==> config.mk <==
export PLATFORM = sky130hd
export DESIGN_NAME = dpb_queue
export DESIGN_NICKNAME = d
export VERILOG_FILES = /design/src/rtl/dpb_pkg.sv /design/src/rtl/dpb_queue.sv
export VERILOG_INCLUDE_DIRS = /design/src /design/src/rtl
export SDC_FILE = /design/constraint.sdc
export NUM_CORES = 1
export LEC_CHECK = 0
export ABC_AREA = 0
export ABC_CLOCK_PERIOD_IN_PS = 3500
export BUFFER_PORTS_ARGS = -buffer_cell sky130_fd_sc_hd__buf_2
export CAP_MARGIN = 20
export CELL_PAD_IN_SITES_DETAIL_PLACEMENT = 0
export CELL_PAD_IN_SITES_GLOBAL_PLACEMENT = 1
export CORE_UTILIZATION = 50
export DETAILED_ROUTE_END_ITERATION = 8
export PLACE_DENSITY = 0.84
export SYNTH_ARGS = -nofsm -noshare
export SYNTH_HDL_FRONTEND = slang
export SYNTH_SLANG_ARGS = --single-unit
==> constraint.sdc <==
create_clock -name clk -period 3.5 [get_ports clk]
set_input_delay 0.35 -clock clk [delete_from_list [all_inputs] [get_ports clk]]
set_output_delay 0.35 -clock clk [all_outputs]
set_load 0.02 [all_outputs]
==> src/rtl/depth_pixel_backprojection_defines.svh <==
// ----------------------------------------------------------------------------
// depth_pixel_backprojection_defines
// assertion macros shared by dpb_queue and dpb_back
// ----------------------------------------------------------------------------
`ifndef DEPTH_PIXEL_BACKPROJECTION_DEFINES_SVH
`define DEPTH_PIXEL_BACKPROJECTION_DEFINES_SVH

// same-cycle implication under synchronous reset
`define DPB_ASSERT_NOW(lbl, ante, cons) \
  lbl: assert property (@(posedge clk) disable iff (!rst_n) (ante) |-> (cons)) \
    else $error("dpb check failed");

// next-cycle implication under synchronous reset
`define DPB_ASSERT_NEXT(lbl, ante, cons) \
  lbl: assert property (@(posedge clk) disable iff (!rst_n) (ante) |=> (cons)) \
    else $error("dpb check failed");

`endif

==> src/rtl/dpb_pkg.sv <==
// ----------------------------------------------------------------------------
// dpb_pkg
// types and constants of the depth pixel back-projection block
// ----------------------------------------------------------------------------
package dpb_pkg;

  typedef enum logic [2:0] {
    REG_INV_FX  = 3'd0,
    REG_INV_FY  = 3'd1,
    REG_PP      = 3'd2,
    REG_POSE_X  = 3'd3,
    REG_POSE_Y  = 3'd4,
    REG_POSE_Z  = 3'd5,
    REG_MODE    = 3'd6
  } dpb_reg_t;

  typedef enum logic [1:0] {
    CM_RGB  = 2'd0,
    CM_RGBA = 2'd1,
    CM_GRAY = 2'd2,
    CM_ALT  = 2'd3
  } dpb_cmode_t;

  localparam int QDEPTH = 4;
  localparam int QPTR_W = $clog2(QDEPTH);

  typedef struct packed {
    logic [31:0]      inv_fx;
    logic [31:0]      inv_fy;
    logic [31:0]      pp;
    logic [2:0][63:0] pose;
    logic [4:0]       mode;
  } dpb_cfg_t;

  typedef struct packed {
    logic [1:0][15:0] aoff;
    logic [1:0]       neg;
    logic [23:0]      depth;
    logic [7:0]       red;
    logic [7:0]       green;
    logic [7:0]       blue;
    logic             pvalid;
  } dpb_item_t;

endpackage

==> src/rtl/dpb_queue.sv <==
// ----------------------------------------------------------------------------
// dpb_queue
// short queue of classified items between front and back
// ----------------------------------------------------------------------------
`include "depth_pixel_backprojection_defines.svh"

module dpb_queue (
  input  logic               clk,
  input  logic               rst_n,
  input  logic               push,
  input  dpb_pkg::dpb_item_t push_item,
  output logic               full,
  input  logic               pop,
  output dpb_pkg::dpb_item_t pop_item,
  output logic               empty
);
  import dpb_pkg::*;

  dpb_item_t           mem_r [QDEPTH];
  logic [QPTR_W-1:0]   wp_r, wp_nxt, rp_r, rp_nxt;
  logic [QPTR_W:0]     cnt_r, cnt_nxt;
  logic                do_push, do_pop;

  assign full     = (cnt_r == (QPTR_W+1)'(QDEPTH));
  assign empty    = (cnt_r == '0);
  assign do_push  = push && !full;
  assign do_pop   = pop && !empty;
  assign pop_item = mem_r[rp_r];
  assign wp_nxt   = do_push ? wp_r + 1'b1 : wp_r;
  assign rp_nxt   = do_pop ? rp_r + 1'b1 : rp_r;

  always_comb begin
    cnt_nxt = cnt_r;
    if (do_push && !do_pop) begin
      cnt_nxt = cnt_r + 1'b1;
    end else if (do_pop && !do_push) begin
      cnt_nxt = cnt_r - 1'b1;
    end
  end

  always_ff @(posedge clk) begin
    if (!rst_n) begin
      wp_r  <= '0;
      rp_r  <= '0;
      cnt_r <= '0;
    end else begin
      wp_r  <= wp_nxt;
      rp_r  <= rp_nxt;
      cnt_r <= cnt_nxt;
    end
  end

  always_ff @(posedge clk) begin
    if (do_push) begin
      mem_r[wp_r] <= push_item;
    end
  end

  `DPB_ASSERT_NOW(a_cnt_bound, 1'b1, cnt_r <= (QPTR_W+1)'(QDEPTH))
  `DPB_ASSERT_NEXT(a_push_fills, do_push && !do_pop, !empty)
  `DPB_ASSERT_NOW(a_ptr_gap, 1'b1, (cnt_r == '0) || (cnt_r == (QPTR_W+1)'(QDEPTH)) || (QPTR_W'(wp_r - rp_r) == cnt_r[QPTR_W-1:0]))

endmodule

Word-level counts from Yosys, hierarchy flattened. Memory sizes are Yosys's and may differ from the RTL's. A register that Yosys moved wholly into a read port is not among the register bits. Cells that the tools add are included.

Equality and inequality tests: 1. Mux-type cells: 6. $add $sub $neg: 4. Reduce and logical (&&, ||, !) cells: 10.

Operators by type and width (number): $mux W3 (2); $add A2 B1 Y2 const B (2); $logic_and A1 B1 Y1 (4); $logic_not A1 Y1 (4); $mux W2 (2); $add A3 B1 Y3 const B (1); $eq A3 B3 Y1 const B (1); $logic_not A3 Y1 (1); $sub A3 B1 Y3 const B (1); $mux W1 (2); $reduce_bool A2 Y1 (1).

Output and inout bits: 85. Register bits: 7. Input bits: 87. Memories kept: 1. Bits in writable memories: 332. Word-level logic and storage cells: 25.

Memory list: mem_r (depth 4, width 83, read ports 1, clocked after Yosys merged registers in 1, write ports 1, RTL line dpb_queue.sv:19) `dpb_item_t mem_r [QDEPTH];`.

Logic depth before layout (Yosys ltp).
Depth after elaboration: 7. Depth in mapped cells: 9. Gate-level depth less buffers: 8.

Least setup slack after synthesis. OpenSTA, ideal clock, no wires.

Path kind: register to register. Start point: register cnt_r[0]. End point: memory mem_r[0][0] (netlist name) (enable). Clock period less this slack: 3.262 ns. Setup time: 0.451 ns. Path buffers: 1. Slack: 0.238 ns. Cell stages (with the launch flop): 5. Data arrival time: 2.812 ns. Data required time: 3.049 ns. Path through: dfxtp_1 nor3b_2 nor2b_1 buf_2 and2_1.

Longest elaborated chain between the ends: 5.

Ends and longest elaborated chain: from (decl) (RTL line dpb_queue.sv:21) `logic [QPTR_W:0] cnt_r, cnt_nxt;`; from (signal assigned) (RTL line dpb_queue.sv:49) `cnt_r <= cnt_nxt;`; $eq A3 B3 Y1 (RTL line dpb_queue.sv:24) `assign full = (cnt_r == (QPTR_W+1)'(QDEPTH));`; via full (RTL line dpb_queue.sv:12) `output logic full,`; $logic_not A1 Y1 (RTL line dpb_queue.sv:26) `assign do_push = push && !full;`; $logic_and A1 B1 Y1 (RTL line dpb_queue.sv:26); via do_push (RTL line dpb_queue.sv:22) `logic do_push, do_pop;`; $mux W1 (RTL line dpb_queue.sv:54) `if (do_push) begin`; $mux W1 (implied by the code) (RTL line dpb_queue.sv:55) `mem_r[wp_r] <= push_item;`; to (decl) (RTL line dpb_queue.sv:19).

The timed path passes the listed nets, and every way through them passes these cells.

==> flow_metrics.tcl <==
set metrics [dict create \
    dp_hpwl_mm 13.8 \
    grt_pass1_wl_mm 35.2 \
    final_area_um2 14900 \
    power.total_mw 11.5 \
    gp_congestion 0.754 \
    core_area_um2 24400 \
    p_switching_mw 3.21 \
    critical_path.top_delay_family "flip-flops" \
    comb_power_share 0.237 \
    cts_buffer_depth 3 \
    drcViolationCount 0 \
    ys_async_sr_fraction 0 \
    fin_setup_tns_ns 0 \
    end_kind "output pin" \
    overflow 0 \
    cp.arrival_ns 2.34 \
    rsz0062_at_grt "false" \
    yosysSeqAreaShare 0.815 \
    synthFlopType "edfxtp_1" \
    synth_edf_count 332 \
    period_share 0.770 \
    finalHoldViolations 0 \
    ys_seq_elements 341 \
    worst_hold_slack_ns 0.0695 \
    layout.nets 774 \
    cp-start-kind "register" \
    dieHeight_um 160 \
    vias 5648 \
    postCtsHoldBufs 0 \
    crit_type "register to output pin" \
    cts_tree "built" \
    clk_pin_slew_ns 0.06 \
    syn_area_um2 12500 \
    dieArea_um2 25600 \
    cp_data_required_time_ns 3.15 \
    drt_iter0_drc 407 \
    antenna_found_initial 4 \
    final_core_util 0.610 \
    worst_path_max_delay_cell "dfxtp_4" \
    syn_nets 574 \
    skew_ns 0.00985 \
    ir_worst_vdd_uv 478 \
    wl_per_cell_um 22.0 \
    num_io_pins 172 \
    syn_inst 481 \
    cts-root-buf "clkbuf_16" \
    grt_max_degree 59 \
    setup_viol 0 \
    synth.distinct_cells 22 \
    max_stage_delay_ns 0.92 \
    chipWidth_um 160 \
    post_cts_buffers 0 \
    h-tree-depth 2 \
    relSlewSlack 0.417 \
    status "finished clean" \
    initial_utilization 0.511 \
    drv_cap 0 \
    power_frac_clock 0.314 \
    cts_buffers 35 \
    worst-path-buf-inv 2 \
    drive_gt1_frac 0.460 \
    firstDrtPassIters 4 \
    cellPowerDensity_nw_per_um2 776 \
    grt_usage 0.183 \
    vias_per_cell 5.47 \
    antenna_left 0 \
    syn_area_per_cell_um2 25.9 \
    synth_warnings 0 \
    sw_frac_of_total 0.278 \
    grt_pass1_vias 6161 \
    place_area_um2 13700 \
    p_leak_nw 4.99 \
    fmax_mhz 371 \
    cp_max_fo 58 \
    report.final.slew_viol_count 0 \
    p_int_mw 8.34 \
    crit_chain "buf_4, mux4_2, buf_2" \
    syn_to_final_growth_pct 19.5 \
    clkSinkCount 341 \
    worst_pin_slew_ns 0.874 \
    layout_min_cycle_time_ns 2.69 \
    num_rows 57 \
    hold_path.class "input pin to register" \
    clkLatencyLatePin_ns 0.49 \
    cts_resized 0 \
    drt_wl_total_mm 22.7 \
    power.share.sequential 0.449 \
    rrSetupSlack_ns 0.94 \
    port_buffers 171 \
]
## cell usage in the layout (no fill, tap or decap), types with 2 or more instances in the layout
| cell | instances |
|---|---|
| xnor2_1 | 3 |
| bufinv_16 | 3 |
| buf_12 | 5 |
| mux4_2 | 83 |
| inv_1 | 3 |
| buf_4 | 7 |
| and2_4 | 4 |
| nor2b_1 | 2 |
| diode_2 | 2 |
| dfxtp_4 | 2 |
| clkbuf_1 | 11 |
| and2_1 | 4 |
| buf_2 | 171 |
| ha_1 | 5 |
| clkinvlp_4 | 3 |
| mux2i_1 | 3 |
| clkbuf_16 | 37 |
| clkinv_2 | 6 |
| edfxtp_1 | 332 |
| dfxtp_1 | 7 |
| nand2_1 | 4 |
## state kept, by name (all words and copies together) (netlist names), named ones only
signal and flops:
wp_r 2, rp_r 2, cnt_r 3, mem_r 332
## power by group through the flow
| stage | registers, mW | logic (mW) | clock network [mW] |
|---|---|---|---|
| 2_1_floorplan | 5.15 | 2.05 | 0 |
| 3_3_place_gp | 5.24 | 2.74 | 0 |
| 3_5_place_dp | 5.28 | 2.77 | 0 |
| 4_1_cts | 5.20 | 2.79 | 3.70 |
| 5_1_grt | 5.24 | 2.91 | 3.86 |
| 6_report | 5.18 | 2.74 | 3.62 |
## final cells by class
| class | count | area (um2) |
|---|---|---|
| clock buffer | 49 | 981 |
| sequential | 341 | 10200 |
| timing repair buffer | 183 | 1010 |
| tap | 324 | 405 |
| multi-input combinational | 117 | 2160 |
| clock inverter | 14 | 155 |
| antenna | 2 | 5.00 |
| inverter | 3 | 11.3 |
| fill | 1719 | 9510 |
## cell usage after synthesis, types with 2 or more instances
library cell	instances	area [um2]
nor2b_1	2	12.5
ha_1	5	62.6
nand2_1	4	15.0
buf_2	10	50.1
mux4_2	83	1870
edfxtp_1	332	9970
inv_1	3	11.3
mux2i_1	3	30.0
xnor2_1	3	26.3
buf_6	8	90.1
clkbuf_1	2	7.51
and2_1	8	50.1
dfxtp_1	9	180
## cell families after synthesis
| group | count (synthesis) | synth area share |
|---|---|---|
| AOI/OAI and AO/OA | 4 | 0.00271 |
| xor gates and xnor gates | 4 | 0.00281 |
| adders and majority gates | 6 | 0.00663 |
| buffers and inverters | 23 | 0.0128 |
| DFF | 341 | 0.815 |
| muxes | 86 | 0.152 |
| and+or+nand+nor | 17 | 0.00813 |
## metal layers
layer	GRT usage	vias to the layer above	part of all wire
li1	-	2462	-
met1	0.249	2977	0.42
met2	0.297	170	0.49
met3	0.0496	37	0.067
met4	0.0494	2	0.018
met5	0	-	0.00057
## path summary, 6_finish.rpt
kind | cells after the start | to | from
setup reg to reg | 8 | cnt_r[2] | cnt_r[0]
hold reg to reg | 2 | wp_r[1] | wp_r[1]
hold / removal | 1 | mem_r[0][47] | push_item[47]
setup / recovery | 3 | pop_item[36] | register
## stage by stage
stage	worst slack (ns)	cells
global placement	1.11	968
floorplan	0.238	481
global route	0.647	1031
finish	0.805	1033
detailed placement	0.943	968
CTS	0.734	1031
(Power assumes the default switching activity.)
