File: src/rtl/depth_pixel_backprojection_defines.svh
// ----------------------------------------------------------------------------
// depth_pixel_backprojection_defines
// assertion macros shared by dpb_queue and dpb_back
// ----------------------------------------------------------------------------
`ifndef DEPTH_PIXEL_BACKPROJECTION_DEFINES_SVH
`define DEPTH_PIXEL_BACKPROJECTION_DEFINES_SVH

// same-cycle implication under synchronous reset
`define DPB_ASSERT_NOW(lbl, ante, cons) \
  lbl: assert property (@(posedge clk) disable iff (!rst_n) (ante) |-> (cons)) \
    else $error("dpb check failed");

// next-cycle implication under synchronous reset
`define DPB_ASSERT_NEXT(lbl, ante, cons) \
  lbl: assert property (@(posedge clk) disable iff (!rst_n) (ante) |=> (cons)) \
    else $error("dpb check failed");

`endif

File: src/rtl/dpb_pkg.sv
// ----------------------------------------------------------------------------
// dpb_pkg
// types and constants of the depth pixel back-projection block
// ----------------------------------------------------------------------------
package dpb_pkg;

  typedef enum logic [2:0] {
    REG_INV_FX  = 3'd0,
    REG_INV_FY  = 3'd1,
    REG_PP      = 3'd2,
    REG_POSE_X  = 3'd3,
    REG_POSE_Y  = 3'd4,
    REG_POSE_Z  = 3'd5,
    REG_MODE    = 3'd6
  } dpb_reg_t;

  typedef enum logic [1:0] {
    CM_RGB  = 2'd0,
    CM_RGBA = 2'd1,
    CM_GRAY = 2'd2,
    CM_ALT  = 2'd3
  } dpb_cmode_t;

  localparam int QDEPTH = 4;
  localparam int QPTR_W = $clog2(QDEPTH);

  typedef struct packed {
    logic [31:0]      inv_fx;
    logic [31:0]      inv_fy;
    logic [31:0]      pp;
    logic [2:0][63:0] pose;
    logic [4:0]       mode;
  } dpb_cfg_t;

  typedef struct packed {
    logic [1:0][15:0] aoff;
    logic [1:0]       neg;
    logic [23:0]      depth;
    logic [7:0]       red;
    logic [7:0]       green;
    logic [7:0]       blue;
    logic             pvalid;
  } dpb_item_t;

endpackage

File: src/rtl/dpb_front.sv
// ----------------------------------------------------------------------------
// dpb_front
// accepts pixels, drops off-grid and (without the keep bit) zero-depth ones, picks colours, forms pixel offsets
// ----------------------------------------------------------------------------
module dpb_front #(
  parameter int COORD_BITS = 12
) (
  input  logic              clk,
  input  logic              rst_n,
  input  dpb_pkg::dpb_cfg_t cfg,
  input  logic              in_push,
  output logic              in_full,
  input  logic [23:0]       in_depth,
  input  logic [11:0]       in_column,
  input  logic [11:0]       in_row,
  input  logic [7:0]        in_color_ch0,
  input  logic [7:0]        in_color_ch1,
  input  logic [7:0]        in_color_ch2,
  input  logic [7:0]        in_color_ch3,
  output logic              q_push,
  input  logic              q_full,
  output dpb_pkg::dpb_item_t q_item
);
  import dpb_pkg::*;

  localparam logic [11:0] CMASK = 12'((1 << COORD_BITS) - 1);

  logic       f_v_r, f_v_nxt;
  dpb_item_t  f_item_r, f_item_nxt;
  logic       f_en, acc, on_grid, keep;
  logic [11:0] col, row;
  logic [2:0]  smask;
  logic signed [16:0] off [2];

  assign f_en    = !f_v_r || !q_full;
  assign in_full = !f_en;
  assign acc     = in_push && f_en;
  assign col     = in_column & CMASK;
  assign row     = in_row & CMASK;
  assign smask   = 3'((4'd1 << cfg.mode[1:0]) - 4'd1);
  assign on_grid = ((col[2:0] & smask) == 3'd0) && ((row[2:0] & smask) == 3'd0);
  assign keep    = on_grid && ((in_depth != 24'd0) || cfg.mode[2]);

  always_comb begin
    off[0] = $signed({1'b0, col, 4'd0}) - $signed({1'b0, cfg.pp[15:0]});
    off[1] = $signed({1'b0, row, 4'd0}) - $signed({1'b0, cfg.pp[31:16]});
    f_item_nxt = '0;
    for (int a = 0; a < 2; a++) begin
      f_item_nxt.neg[a]  = off[a][16];
      f_item_nxt.aoff[a] = off[a][16] ? 16'(-off[a]) : off[a][15:0];
    end
    f_item_nxt.depth  = in_depth;
    f_item_nxt.pvalid = (in_depth != 24'd0);
    f_item_nxt.red    = in_color_ch0;
    unique case (dpb_cmode_t'(cfg.mode[4:3]))
      CM_RGB: begin
        f_item_nxt.green = in_color_ch1;
        f_item_nxt.blue  = in_color_ch2;
      end
      CM_RGBA: begin
        f_item_nxt.green = in_color_ch1;
        f_item_nxt.blue  = in_color_ch3;
      end
      default: begin
        f_item_nxt.green = in_color_ch0;
        f_item_nxt.blue  = in_color_ch0;
      end
    endcase
    if (in_depth == 24'd0) begin
      f_item_nxt.red   = '0;
      f_item_nxt.green = '0;
      f_item_nxt.blue  = '0;
    end
  end

  assign f_v_nxt = f_en ? (acc && keep) : f_v_r;

  always_ff @(posedge clk) begin
    if (!rst_n) begin
      f_v_r <= 1'b0;
    end else begin
      f_v_r <= f_v_nxt;
    end
  end

  always_ff @(posedge clk) begin
    if (f_en) begin
      f_item_r <= f_item_nxt;
    end
  end

  assign q_push = f_v_r && !q_full;
  assign q_item = f_item_r;

endmodule

File: config.mk
export PLATFORM = sky130hd
export DESIGN_NAME = dpb_front
export DESIGN_NICKNAME = d
export VERILOG_FILES = /design/src/rtl/depth_pixel_backprojection_defines.svh /design/src/rtl/dpb_pkg.sv /design/src/rtl/dpb_front.sv
export SDC_FILE = /design/constraint.sdc
export NUM_CORES = 1
export LEC_CHECK = 0
export BUFFER_PORTS_ARGS = -buffer_cell sky130_fd_sc_hd__buf_2
export CAP_MARGIN = 10
export CORE_AREA = 8 8 176 178
export CTS_CLUSTER_SIZE = 25
export DETAILED_ROUTE_END_ITERATION = 7
export DIE_AREA = 0 0 184 186
export PLACE_DENSITY = 0.46
export SYNTH_ARGS = -nofsm -noshare
export SYNTH_HDL_FRONTEND = slang
export SYNTH_SLANG_ARGS = --single-unit
export TNS_END_PERCENT = 30
File: constraint.sdc
create_clock -name clk -period 7 [get_ports clk]
set_input_delay 0.35 -clock clk [delete_from_list [all_inputs] [get_ports clk]]
set_output_delay 0.35 -clock clk [all_outputs]
set_load 0.01 [all_outputs]
== After elaboration in Yosys (flattened, before gate mapping) ==
Cells that the tools add are included.

* Output and inout bits: 85
* Word-level logic and storage cells: 36
* Memories kept: 0
* Memory bits (writable): 0
* Bits in read-only memories: 0
* Register bits: 84
* Bits in latches: 0
* Input port bits: 377

* Div/mod/pow operators: 0
* Mux-type cells: 3
* Multipliers: 0
* Order comparisons: 0
* Shift operators: 1
* Reductions and logical operators: 15
* Bitwise logic cells: 2
* Add/sub/neg operators: 5
* Eq/ne operators: 1

{| class="wikitable"
|+ Operators by type and width
! cell !! number
|-
| $sub A16 B16 Y17 || 2
|-
| $mux W16 || 2
|-
| $neg A16 Y16 || 2
|-
| $pmux W16 S2 || 1
|-
| $logic_not A24 Y1 || 1
|-
| $reduce_bool A24 Y1 || 1
|-
| $and A3 B3 Y3 || 2
|-
| $logic_not A3 Y1 || 2
|-
| $logic_and A1 B1 Y1 || 5
|-
| $logic_not A1 Y1 || 3
|-
| $shl A1 B2 Y3 const A || 1
|-
| $sub A3 B1 Y3 const B || 1
|-
| $eq A2 B1 Y1 const B || 1
|-
| $logic_not A2 Y1 || 1
|-
| $logic_or A1 B1 Y1 || 2
|}

== Depth between registers and ports, before layout ==
* Depth in word-level cells: 7
* Gate-level depth with buffers: 12
* Gate-level depth less buffers: 10

== Least setup slack after synthesis ==
Ideal clock, no wire load.

* Path kind: input to output
* Start point: input port q_full
* End point: output port in_full
* Cell stages on the path: 2
* Required time: 6.650 ns
* Slack: 4.214 ns
* Path buffers: 0
* Arrival: 2.436 ns
* Cells stage by stage: nand2_1 inv_1

* Longest elaborated chain between the ends: 3

{| class="wikitable"
|+ Ends and longest elaborated chain
! item !! line !! RTL
|-
| from (decl) || dpb_front.sv:21 || <nowiki>input logic q_full,</nowiki>
|-
| $logic_not A1 Y1 || dpb_front.sv:35 || <nowiki>assign f_en = !f_v_r || !q_full;</nowiki>
|-
| $logic_or A1 B1 Y1 || dpb_front.sv:35 ||
|-
| $logic_not A1 Y1 || dpb_front.sv:36 || <nowiki>assign in_full = !f_en;</nowiki>
|-
| to (decl) || dpb_front.sv:12 || <nowiki>output logic in_full,</nowiki>
|}

No other way between the ends.

==> qor.txt <==
final max-slew violation count: 0
core footprint: 28240 µm²
All-Layer GR Usage: 11.92%
clk root buf: clkbuf_16
DRT iter0 DRCs: 158
CP Launch Type: primary input
Vias: 4542
Die H: 186 µm
Post-synth EDFFs: 83
Highest Clock Rate: 335.8 MHz
Port Buffers: 205
Seq/Total Area, Yosys: 46.28%
Comb pwr share: 28.4%
worst clock skew: 0.007770 ns
crit path max fanout: 16
Num CTS Buffers: 9
Final WS setup: 4.022 ns
Initial Util: 19.23%
worst vdd ir: 108.9 µV
Syn Inst Count: 512
Rel. slew slack: 36.09%
CP arrival: 3.05 ns
Chip Width: 184 µm
Nets: 1113
Pleak: 0.003083 µW
status: finished, final reports clean
unrepaired setup endpoints after global routing: false
GPL Wtd Cong: 0.8229
Syn Area/Cell: 10.60 µm²
CTS resizes: 0
Net Sw Frac: 30.95%
internal power: 1155 µW
die area: 34220 µm²
Async SR Flop Fraction: 0%
min-delay worst type: in2reg
Area after DPL: 6865 µm²
# rows: 62
#FFs+latches synth: 84
CTS Buffer Depth: 2
post-CTS setup repair buffer count: 0
final period utilization: 42.55%
pre-CTS WS: 3.624 ns
Clock transition at path regs: 0.07 ns
H-tree Lvls: 3
GRT overflow: 0
commonest cells after routing, fill and taps aside: buf_2, edfxtp_1, nor2_1, inv_1, xnor2_1
Max Cap Viol: 0
initial antenna violation count: 6
Yosys cell types: 75
DRT Pass-1 Iters: 4
Min Clock Period, post-route: 2.978 ns
layout cells sized above 1: 34.69%
pin count of the biggest net entering global routing: 68
CTS tree: built
first-pass GRT wire length: 29950 µm
Area Overhead vs Synth: 32.38%
WP data required: 7.08 ns
DP Wirelength: 16570 µm
Setup crit end kind: register
post-route ant nets: 0
WL per Instance: 18.77 µm
# DRC: 0
endpoints failing hold: 0
Setup CP Type: in2reg
WL final: 20670 µm
Reg power frac: 39.9%
Hold Buf Count CTS: 0
Final Cell Area: 7187 µm²
Switching Power: 518.0 µW
io pins: 462
number of global-route vias before repair: 4605
post-synthesis instance area: 5429 µm²
Synth Warn #: 0
Final Setup Violations: 0
Tot Pwr: 1674 µW
Setup TNS Final: 0 ns
Synthesized Nets: 915
routed vias/inst: 4.125
clock latency on the worst-skew pair: 0.34 ns
clk sinks: 84
Pwr Density: 232.9 nW/µm²
Slew @ Worst Pin: 0.9587 ns
top_reg_cell synth: edfxtp_1
clock share of power: 31.7%
commonest non-fill, non-tap cell in the layout: buf_2
cells in the mapped netlist, types with 2 or more instances:
cell type,count,area [µm²]
a211o_1,4,35.03
a31oi_1,4,25.02
inv_1,38,142.6
nor2b_1,17,106.4
nor4_1,7,43.79
xnor2_1,37,324.1
o21ai_0,12,60.06
nor3_1,9,45.04
and2_1,3,18.77
o41ai_2,2,32.53
nor2_1,56,210.2
o21a_1,4,30.03
buf_6,2,22.52
a211oi_1,2,15.01
a32oi_1,2,17.52
a21boi_1,2,15.01
a21oi_1,26,130.1
clkbuf_1,13,48.80
a2111oi_0,2,17.52
nand3_1,10,50.05
a21o_1,7,52.55
o31ai_1,2,15.01
o211ai_1,5,37.54
mux2i_1,20,200.2
ha_1,26,325.3
nor4bb_1,2,20.02
xor2_1,15,131.4
or2_1,2,12.51
edfxtp_1,83,2492
buf_2,4,20.02
o2111ai_1,2,17.52
or2_2,3,18.77
o21ai_1,10,50.05
nand4_1,7,43.79
xnor2_2,2,32.53
nand2_1,25,93.84
nand2b_1,7,43.79
cells by family after synthesis:
group | share of synthesized area [%]
flip-flops | 46.28
AO/OA/AOI/OAI | 15.05
XOR/XNOR | 8.988
AND/OR/NAND/NOR | 15.35
adder cells (fa/ha/maj) | 5.992
multiplexers | 3.895
buffers and inverters | 4.448
path summary, 6_finish.rpt:
kind	endpoint	slack, ns	cells after the start	start
hold reg to reg	f_v_r	0.72	2	f_v_r
setup reg to reg	q_item[75]	5.22	2	f_v_r
setup / recovery	q_item[71]	4.02	10	cfg[218]
hold / removal	q_item[26]	0.21	1	in_depth[1]
power groups by stage:
stage / Clock, µW / Combinational (µW) / Sequential [µW]
finish: 530 / 476 / 668
global route: 568 / 529 / 678
CTS: 555 / 485 / 669
detailed placement: 0 / 478 / 677
global placement: 0 / 484 / 677
floorplan: 0 / 241 / 723
final cells by class:
class | instances | area, µm²
antenna | 2 | 5.005
clock buffer | 10 | 229.0
clock inverter | 6 | 87.58
fill | 3128 | 21050
inverter | 39 | 146.4
multi-input combinational | 369 | 2685
sequential | 84 | 2512
tap | 384 | 480.5
timing repair buffer | 207 | 1041
layer usage:
metal / vias up / share of wire [%] / GRT usage, %
met4: 6 / 0.97 / 3.033
li1: 2269 / - / -
met2: 177 / 32 / 13.42
met3: 16 / 19 / 10.13
met5: - / 0.20 / 0
met1: 2074 / 48 / 16.00
worst max-delay path, cell delays in order:
cell and delay [ns]:
buf_2 0.07, inv_1 0.04, ha_1 0.43, a21o_4 0.29, a221oi_2 0.34, a211o_1 0.22
nand3b_2 0.13, a311oi_4 0.71, mux2i_1 0.34, xnor2_1 0.12
through the flow:
stage | hold slack (ns) | cells | util (%)
global placement | 0.5568 | 1083 | 24.31
floorplan | 0.4489 | 512 | -
finish | 0.2064 | 1101 | 25.45
detailed placement | 0.5456 | 1083 | 24.31
CTS | 0.1862 | 1099 | 25.43
global route | 0.1892 | 1101 | 25.45
state kept, by name (all words and copies together) (netlist names):
register,flops
f_v_r,1
q_item,83
Note: power is estimated with default switching activity, not from simulation.
